### config.mk
export PLATFORM = sky130hd
export DESIGN_NAME = stop_and_wait_frame_receiver
export DESIGN_NICKNAME = d
export VERILOG_FILES = /design/src/sawfr_pkg.sv /design/src/stop_and_wait_frame_receiver.sv
export SDC_FILE = /design/constraint.sdc
export NUM_CORES = 1
export LEC_CHECK = 0
export ABC_AREA = 1
export BUFFER_PORTS_ARGS = -buffer_cell sky130_fd_sc_hd__buf_4
export CAP_MARGIN = 40
export CORE_MARGIN = 2
export CORE_UTILIZATION = 40
export CTS_BUF_LIST = sky130_fd_sc_hd__clkbuf_8
export CTS_CLUSTER_DIAMETER = 200
export DETAILED_ROUTE_END_ITERATION = 12
export SYNTH_ARGS = -nofsm -noshare
export SYNTH_HDL_FRONTEND = slang
export SYNTH_SLANG_ARGS = --single-unit
### constraint.sdc
create_clock -name clk -period 10.3 [get_ports clk]
set_input_delay 0.515 -clock clk [delete_from_list [all_inputs] [get_ports clk]]
set_output_delay 0.515 -clock clk [all_outputs]
set_load 0.02 [all_outputs]
### src/sawfr_pkg.sv
package sawfr_pkg;

  localparam int unsigned MAX_FRAME_DEF = 128;

  localparam logic [7:0] RESP_CSUM_ERR = 8'h39;
  localparam logic [7:0] RESP_SEQ_ERR  = 8'h38;
  localparam logic [7:0] SUM_GOOD      = 8'hFF;

  typedef enum logic [2:0] {
    KIND_DATA     = 3'd0,
    KIND_ACCEPT   = 3'd1,
    KIND_CSUM_ERR = 3'd2,
    KIND_SEQ_ERR  = 3'd3,
    KIND_LEN_ERR  = 3'd4
  } kind_t;

  typedef enum logic [3:0] {
    PH_CSUM = 4'b0001,
    PH_SEQ  = 4'b0010,
    PH_LEN  = 4'b0100,
    PH_DATA = 4'b1000
  } phase_t;

  typedef struct packed {
    kind_t      kind;
    logic [7:0] data_byte;
    logic [6:0] byte_index;
    logic [7:0] resp_first;
    logic [7:0] resp_second;
    logic [6:0] payload_len;
    logic       last;
  } result_t;

endpackage

### src/stop_and_wait_frame_receiver.sv
// Stop-and-wait frame receiver. Frame bytes (checksum, sequence, length, then
// payload) enter one per cycle unless stalled. Each payload byte is queued as a
// tentative result; the frame's verdict (accept with ACK bytes, checksum,
// sequence or length error) follows as the item with last set. Each byte is
// handled in one pass between the input and a three-entry result queue, so a
// byte is taken in every cycle while at most one result waits. The last payload
// byte yields two results, so with the output draining every cycle a frame with
// payload stalls the input at its end; an empty or dropped frame does not.
module stop_and_wait_frame_receiver #(
  parameter int unsigned MAX_FRAME = sawfr_pkg::MAX_FRAME_DEF
) (
  input  logic       clk,
  input  logic       rst_n,
  input  logic       in_valid,
  output logic       in_stall,
  input  logic [7:0] in_rx_byte,
  output logic       out_valid,
  input  logic       out_stall,
  output logic [2:0] out_kind,
  output logic [7:0] out_data_byte,
  output logic [6:0] out_byte_index,
  output logic [7:0] out_resp_first,
  output logic [7:0] out_resp_second,
  output logic [6:0] out_payload_len,
  output logic       out_last
);

  localparam int unsigned LEN_W = $clog2(MAX_FRAME - 2);
  localparam int unsigned EXT_W = (LEN_W > 7) ? LEN_W : 7;
  localparam logic [8:0]  LEN_BOUND = 9'(MAX_FRAME - 3);
  localparam logic [1:0]  Q_DEPTH = 2'd3;

  sawfr_pkg::phase_t  phase_r, phase_nxt;
  logic [7:0]         csum_r, csum_nxt;
  logic [7:0]         seq_r, seq_nxt;
  logic [LEN_W-1:0]   msg_len_r, msg_len_nxt;
  logic [LEN_W-1:0]   bcount_r, bcount_nxt;
  logic [7:0]         sum_r, sum_nxt;
  logic               exp_r, exp_nxt;

  sawfr_pkg::result_t q_mem [Q_DEPTH];
  logic [1:0]         wr_r, wr_nxt, rd_r, rd_nxt, cnt_r, cnt_nxt;

  logic               accept, pop, too_long, done, csum_ok, seq_ok, new_bit;
  logic [8:0]         sum_wide;
  logic [7:0]         sum_add, vsum;
  logic [LEN_W:0]     cnt_inc;
  logic [EXT_W-1:0]   idx_ext, plen_ext;
  logic [1:0]         n_push, wr_plus1;
  sawfr_pkg::result_t res0, res1, vres;

  function automatic logic [1:0] wrap_inc(input logic [1:0] p);
    wrap_inc = (p == Q_DEPTH - 2'd1) ? 2'd0 : p + 2'd1;
  endfunction

  assign in_stall  = (cnt_r > 2'd1);
  assign accept    = in_valid && !in_stall;
  assign out_valid = (cnt_r != 2'd0);
  assign pop       = out_valid && !out_stall;

  // End-around-carry add of the incoming byte
  assign sum_wide = {1'b0, sum_r} + {1'b0, in_rx_byte};
  assign sum_add  = sum_wide[7:0] + {7'd0, sum_wide[8]};
  assign too_long = ({1'b0, in_rx_byte} > LEN_BOUND);
  assign cnt_inc  = {1'b0, bcount_r} + (LEN_W + 1)'(1);
  assign done     = (cnt_inc >= {1'b0, msg_len_r});

  assign vsum     = (phase_r == sawfr_pkg::PH_DATA) ? sum_add : sum_r;
  assign csum_ok  = ((vsum + csum_r) == sawfr_pkg::SUM_GOOD);
  assign seq_ok   = (seq_r == {7'd0, exp_r});
  assign new_bit  = ~exp_r;
  assign idx_ext  = EXT_W'(bcount_r);
  assign plen_ext = EXT_W'(msg_len_r);

  always_comb begin
    vres = '0;
    vres.last = 1'b1;
    if (!csum_ok) begin
      vres.kind        = sawfr_pkg::KIND_CSUM_ERR;
      vres.resp_first  = sawfr_pkg::RESP_CSUM_ERR;
      vres.resp_second = sawfr_pkg::RESP_CSUM_ERR;
    end else if (!seq_ok) begin
      vres.kind        = sawfr_pkg::KIND_SEQ_ERR;
      vres.resp_first  = sawfr_pkg::RESP_SEQ_ERR;
      vres.resp_second = sawfr_pkg::RESP_SEQ_ERR;
    end else begin
      vres.kind        = sawfr_pkg::KIND_ACCEPT;
      vres.resp_first  = ~{7'd0, new_bit};
      vres.resp_second = {7'd0, new_bit};
      vres.payload_len = (phase_r == sawfr_pkg::PH_DATA) ? plen_ext[6:0] : 7'd0;
    end
  end

  always_comb begin
    phase_nxt   = phase_r;
    csum_nxt    = csum_r;
    seq_nxt     = seq_r;
    msg_len_nxt = msg_len_r;
    bcount_nxt  = bcount_r;
    sum_nxt     = sum_r;
    exp_nxt     = exp_r;
    res0        = '0;
    res1        = vres;
    n_push      = 2'd0;
    case (phase_r)
      sawfr_pkg::PH_CSUM: begin
        csum_nxt   = in_rx_byte;
        sum_nxt    = 8'd0;
        bcount_nxt = '0;
        phase_nxt  = sawfr_pkg::PH_SEQ;
      end
      sawfr_pkg::PH_SEQ: begin
        seq_nxt   = in_rx_byte;
        phase_nxt = sawfr_pkg::PH_LEN;
      end
      sawfr_pkg::PH_LEN: begin
        if (too_long) begin
          // drop the frame and ask for a resend
          res0.kind        = sawfr_pkg::KIND_LEN_ERR;
          res0.resp_first  = sawfr_pkg::RESP_CSUM_ERR;
          res0.resp_second = sawfr_pkg::RESP_CSUM_ERR;
          res0.last        = 1'b1;
          n_push           = 2'd1;
          phase_nxt        = sawfr_pkg::PH_CSUM;
          sum_nxt          = 8'd0;
          bcount_nxt       = '0;
        end else begin
          msg_len_nxt = in_rx_byte[LEN_W-1:0];
          bcount_nxt  = '0;
          if (in_rx_byte == 8'd0) begin
            res0      = vres;
            n_push    = 2'd1;
            exp_nxt   = (csum_ok && seq_ok) ? new_bit : exp_r;
            phase_nxt = sawfr_pkg::PH_CSUM;
            sum_nxt   = 8'd0;
          end else begin
            phase_nxt = sawfr_pkg::PH_DATA;
          end
        end
      end
      sawfr_pkg::PH_DATA: begin
        res0.kind       = sawfr_pkg::KIND_DATA;
        res0.data_byte  = in_rx_byte;
        res0.byte_index = idx_ext[6:0];
        n_push          = 2'd1;
        sum_nxt         = sum_add;
        bcount_nxt      = cnt_inc[LEN_W-1:0];
        if (done) begin
          n_push     = 2'd2;
          exp_nxt    = (csum_ok && seq_ok) ? new_bit : exp_r;
          phase_nxt  = sawfr_pkg::PH_CSUM;
          sum_nxt    = 8'd0;
          bcount_nxt = '0;
        end
      end
      default: begin
        phase_nxt = sawfr_pkg::PH_CSUM;
      end
    endcase
  end

  assign wr_plus1 = wrap_inc(wr_r);

  always_comb begin
    wr_nxt  = wr_r;
    rd_nxt  = rd_r;
    cnt_nxt = cnt_r;
    if (accept) begin
      case (n_push)
        2'd1:    wr_nxt = wr_plus1;
        2'd2:    wr_nxt = wrap_inc(wr_plus1);
        default: wr_nxt = wr_r;
      endcase
      cnt_nxt = cnt_r + n_push;
    end
    if (pop) begin
      rd_nxt  = wrap_inc(rd_r);
      cnt_nxt = cnt_nxt - 2'd1;
    end
  end

  always_ff @(posedge clk) begin
    if (!rst_n) begin
      phase_r   <= sawfr_pkg::PH_CSUM;
      csum_r    <= 8'd0;
      seq_r     <= 8'd0;
      msg_len_r <= '0;
      bcount_r  <= '0;
      sum_r     <= 8'd0;
      exp_r     <= 1'b0;
      wr_r      <= 2'd0;
      rd_r      <= 2'd0;
      cnt_r     <= 2'd0;
    end else begin
      if (accept) begin
        phase_r   <= phase_nxt;
        csum_r    <= csum_nxt;
        seq_r     <= seq_nxt;
        msg_len_r <= msg_len_nxt;
        bcount_r  <= bcount_nxt;
        sum_r     <= sum_nxt;
        exp_r     <= exp_nxt;
      end
      wr_r  <= wr_nxt;
      rd_r  <= rd_nxt;
      cnt_r <= cnt_nxt;
    end
  end

  always_ff @(posedge clk) begin
    if (accept && (n_push != 2'd0)) begin
      q_mem[wr_r] <= res0;
    end
    if (accept && (n_push == 2'd2)) begin
      q_mem[wr_plus1] <= res1;
    end
  end

  assign out_kind        = q_mem[rd_r].kind;
  assign out_data_byte   = q_mem[rd_r].data_byte;
  assign out_byte_index  = q_mem[rd_r].byte_index;
  assign out_resp_first  = q_mem[rd_r].resp_first;
  assign out_resp_second = q_mem[rd_r].resp_second;
  assign out_payload_len = q_mem[rd_r].payload_len;
  assign out_last        = q_mem[rd_r].last;

  a_queue_bound: assert property (@(posedge clk) disable iff (!rst_n)
    cnt_r <= Q_DEPTH)
    else $error("result queue overflow");

  a_count_in_frame: assert property (@(posedge clk) disable iff (!rst_n)
    phase_r == sawfr_pkg::PH_DATA |-> bcount_r < msg_len_r)
    else $error("payload count reached frame length inside payload phase");

  a_csum_to_seq: assert property (@(posedge clk) disable iff (!rst_n)
    accept && phase_r == sawfr_pkg::PH_CSUM |=> phase_r == sawfr_pkg::PH_SEQ)
    else $error("checksum byte did not advance to sequence phase");

  a_last_byte_two: assert property (@(posedge clk) disable iff (!rst_n)
    accept && phase_r == sawfr_pkg::PH_DATA && done |=>
      {1'b0, cnt_r} == {1'b0, $past(cnt_r)} + 3'd2 - {2'd0, $past(pop)})
    else $error("last payload byte did not queue two results");

endmodule

==> flow_metrics.py <==
metrics = {
    "setup_path": {
        "required_ps": 10470,
        "path_cells": "ha_1, fa_1, nand2_1, nand3_1, a21oi_1, o21bai_1, ha_1, ha_1, nand2_1, nand2_1, fa_1, nand3_1, nand2_1, xnor2_1, nor3_1, nand3_1, nor2_1, nand2_2, a21oi_1, o21ai_0",
        "cp-end-kind": "flop",
        "rrSetupSlack_ps": 5790,
        "slowest_stage": "fa_1",
        "startpoint_type": "flop",
        "path_max_fanout": 8,
        "r2r_start": "sum_r[0]",
        "max_stage_delay_ps": 450,
        "ff2ff_path_depth": 20,
        "reg2reg_to": "q_mem[0][8]",
        "critPathArrivalTime_ps": 4680,
        "path_common_cell": "nand2_1",
        "crit_type": "reg2reg",
    },
    "logic_synthesis": {
        "synth_top_family_by_area": "simple AND/OR/NAND/NOR gates",
        "synthTopCellsByCount": "nand2_1, inv_1, a21oi_1",
        "synth_cells": 998,
        "synth-compound-area-share_pct": 15.4,
        "ys_seq_area_share_pct": 43.0,
        "synth_area_leaders": "dfxtp_1, edfxtp_1, nand2_1",
        "netlist.area_leader.share_pct": 27.3,
        "synth_ff_type": "dfxtp_1",
        "synth_edf_count": 39,
        "synth-simple-area-share_pct": 25.5,
        "ys_types": 47,
        "synthAdderAreaFrac_pct": 5.39,
        "synth_seq_cells": 141,
        "post-synth-top-count-cell": "nand2_1",
        "yosysTopAreaCell": "dfxtp_1",
        "syn_area_mm2": 0.00747,
        "synthMuxAreaShare_pct": 0,
        "async_flop_share_pct": 0,
        "avgSynthCellArea_um2": 7.49,
        "synth_xor_area_share_pct": 1.06,
        "yosys_warnings": 0,
    },
    "clock_network": {
        "postCtsSetupRepairBufs": 0,
        "clk_pin_slew_worst_paths_ps": 80,
        "hold_buffers": 0,
        "cts_root_buffer": "clkbuf_8",
        "cts_tree": "yes",
        "cts_made_buffers": 17,
        "clk_latency_ps": 460,
        "clockBufferDepth": 2,
        "ctsResizeCount": 0,
        "cts.sinks": 141,
        "htree_levels": 4,
    },
    "timing": {
        "setup_viol": 0,
        "worst_slack_ps": 5790,
        "worst_pin_slew_ps": 809,
        "hold_viol_final": 0,
        "finClkSkew_ps": 10.5,
        "setup-tns-final_ps": 0,
        "relSlewSlack_pct": 46.0,
        "final.period_utilization_pct": 43.8,
        "drv_slew": 0,
        "period_needed_ps": 4510,
        "rsz0062_at_grt": "no",
        "clock.fmax_ghz": 0.221,
        "hold_ws_ps": 381,
    },
    "route": {
        "via_per_inst": 5.12,
        "routedWlPerCell_um": 15.0,
        "ant_nets": 0,
        "drc": 0,
        "first_pass_iters": 5,
        "initialDrtViolationCount": 449,
        "routed_wl_um": 19200,
        "vias": 6548,
    },
    "placement": {
        "post-place-ws_ps": 5520,
        "place_congestion": 0.883,
        "port_buffers": 51,
        "placed_area_mm2": 0.00803,
        "hpwl_um": 13700,
    },
    "floorplan": {
        "die_y_um": 141,
        "rows": 49,
        "initial_utilization_pct": 41.2,
        "core_mm2": 0.0181,
        "die_area_mm2": 0.0198,
        "io_pins": 56,
        "fp.dieW_um": 141,
    },
    "worst_hold_path": {
        "min_to": "csum_r[0]",
        "hp-start": "in_rx_byte[0]",
        "hp-class": "in2reg",
        "min_path_cells": 3,
    },
    "run": {
        "max-cap-violations": 0,
    },
    "pwr": {
        "power_density_mw_per_mm2": 179,
        "irDropWorstVdd_mv": 0.0841,
        "leakage_nw": 3.74,
    },
    "grt": {
        "overflow": 0,
        "antenna_found_initial": 0,
        "grt_start_max_net_pins": 39,
        "grt_pass1_wl_um": 31800,
        "grt_use_total_pct": 20.0,
        "grt_pass1_vias": 6278,
    },
    "cells_and_area": {
        "area_growth_syn_to_layout_pct": 13.4,
        "n_antenna_cell": 0,
        "nets": 1079,
        "drive_gt1_share_pct": 12.7,
        "nFillCells": 1881,
        "post-route-util_pct": 46.7,
        "final_design_area_no_fill_mm2": 0.00847,
    },
    "outcome": {
        "status": "finished clean",
    },
}
-- placed cells by master (no fill, tap or decap), types with 2 or more instances in the layout --
master	synthesis	layout
nand4_1	8	8
nor2_1	87	87
nor3_4	2	2
clkbuf_8	0	17
xnor2_1	2	2
a22oi_1	2	2
or2_2	3	3
inv_2	4	4
nand3_1	70	70
edfxtp_1	39	39
nor4_1	3	3
clkinvlp_4	0	2
buf_4	12	60
o22ai_1	4	4
inv_6	0	5
clkinv_4	0	3
dfxtp_1	102	102
clkinv_1	2	2
o211a_1	4	4
bufinv_16	0	4
a21oi_1	112	112
a21o_1	2	2
a31oi_1	2	2
a211oi_1	2	2
o211ai_1	3	3
xor2_1	7	7
nand3_2	13	13
conb_1	1	4
ha_1	29	29
o21ai_0	74	74
nor3_1	11	11
nand2_1	213	213
o21bai_1	4	4
nand2_2	4	4
fa_1	2	2
inv_1	125	125
nor2_2	4	4
-- metal layers --
layer  wire length, µm  part of all wire, %  vias to the layer above  global-route usage [%]
met5                 0                    0                        -                       0
met2              8780                   46                      138                    32.9
li1                  -                    -                     3348                       -
met1              9270                   48                     3038                    27.2
met4               284                  1.5                        0                    6.53
met3               866                  4.5                       24                    3.06
-- flip-flops by register name, indices dropped and copies added (netlist names), named ones only --
| signal | cells |
|---|---|
| bcount_r | 7 |
| cnt_r | 2 |
| csum_r | 8 |
| exp_r | 1 |
| msg_len_r | 7 |
| phase_r | 4 |
| q_mem | 90 |
| rd_r | 2 |
| seq_r | 8 |
| sum_r | 8 |
| wr_r | 2 |
-- how the worst max path moves through the flow --
stage / end / start / slack [ps]
after floorplan: q_mem[0][16] / in_rx_byte[0] / 6250
after global placement: q_mem[0][8] / in_rx_byte[3] / 5620
after detailed placement: q_mem[0][8] / in_rx_byte[0] / 5520
after CTS: q_mem[0][8] / sum_r[0] / 5850
after global routing: q_mem[0][8] / sum_r[5] / 5360
final: q_mem[0][8] / sum_r[0] / 5790
-- power breakdown --
group,switching (mW),internal (mW)
registers,0.0239,0.622
logic,0.236,0.136
clock network,0.232,0.268
-- metrics by stage --
stage	cells	power [mW]
after floorplan	1001	0.915
after global placement	1244	1.02
after detailed placement	1246	1.03
after CTS	1278	1.52
after global routing	1278	1.59
final	1278	1.52
-- final cells by class --
type,instances,area [µm²],area share [%]
clock buffers,17,234,2.76
clock inverters,15,210,2.48
inverters,132,498,5.88
multi-input cells,682,3550,41.9
flip-flops and latches,141,3210,37.9
well taps,229,287,3.38
repair buffers,62,483,5.70
-- logic make-up (layout without fill, tap and decap cells) --
kind of cell / count (synthesis) / in the layout
AO/OA/AOI/OAI: 213 / 213
XOR/XNOR: 9 / 9
adder cells (fa/ha/maj): 31 / 31
buffers and inverters: 178 / 226
flip-flops: 141 / 141
other: 1 / 4
AND/OR/NAND/NOR: 425 / 425
-- critical path, delay by kind of cell (launching register included) --
| kind | cells | cell delay (ps) |
|---|---|---|
| fa+ha+maj | 5 | 1610 |
| simple gates | 10 | 1490 |
| flops | 1 | 330 |
| xor+xnor | 1 | 130 |
| compound gates | 4 | 660 |
Power figures use the tool's default switching activity.
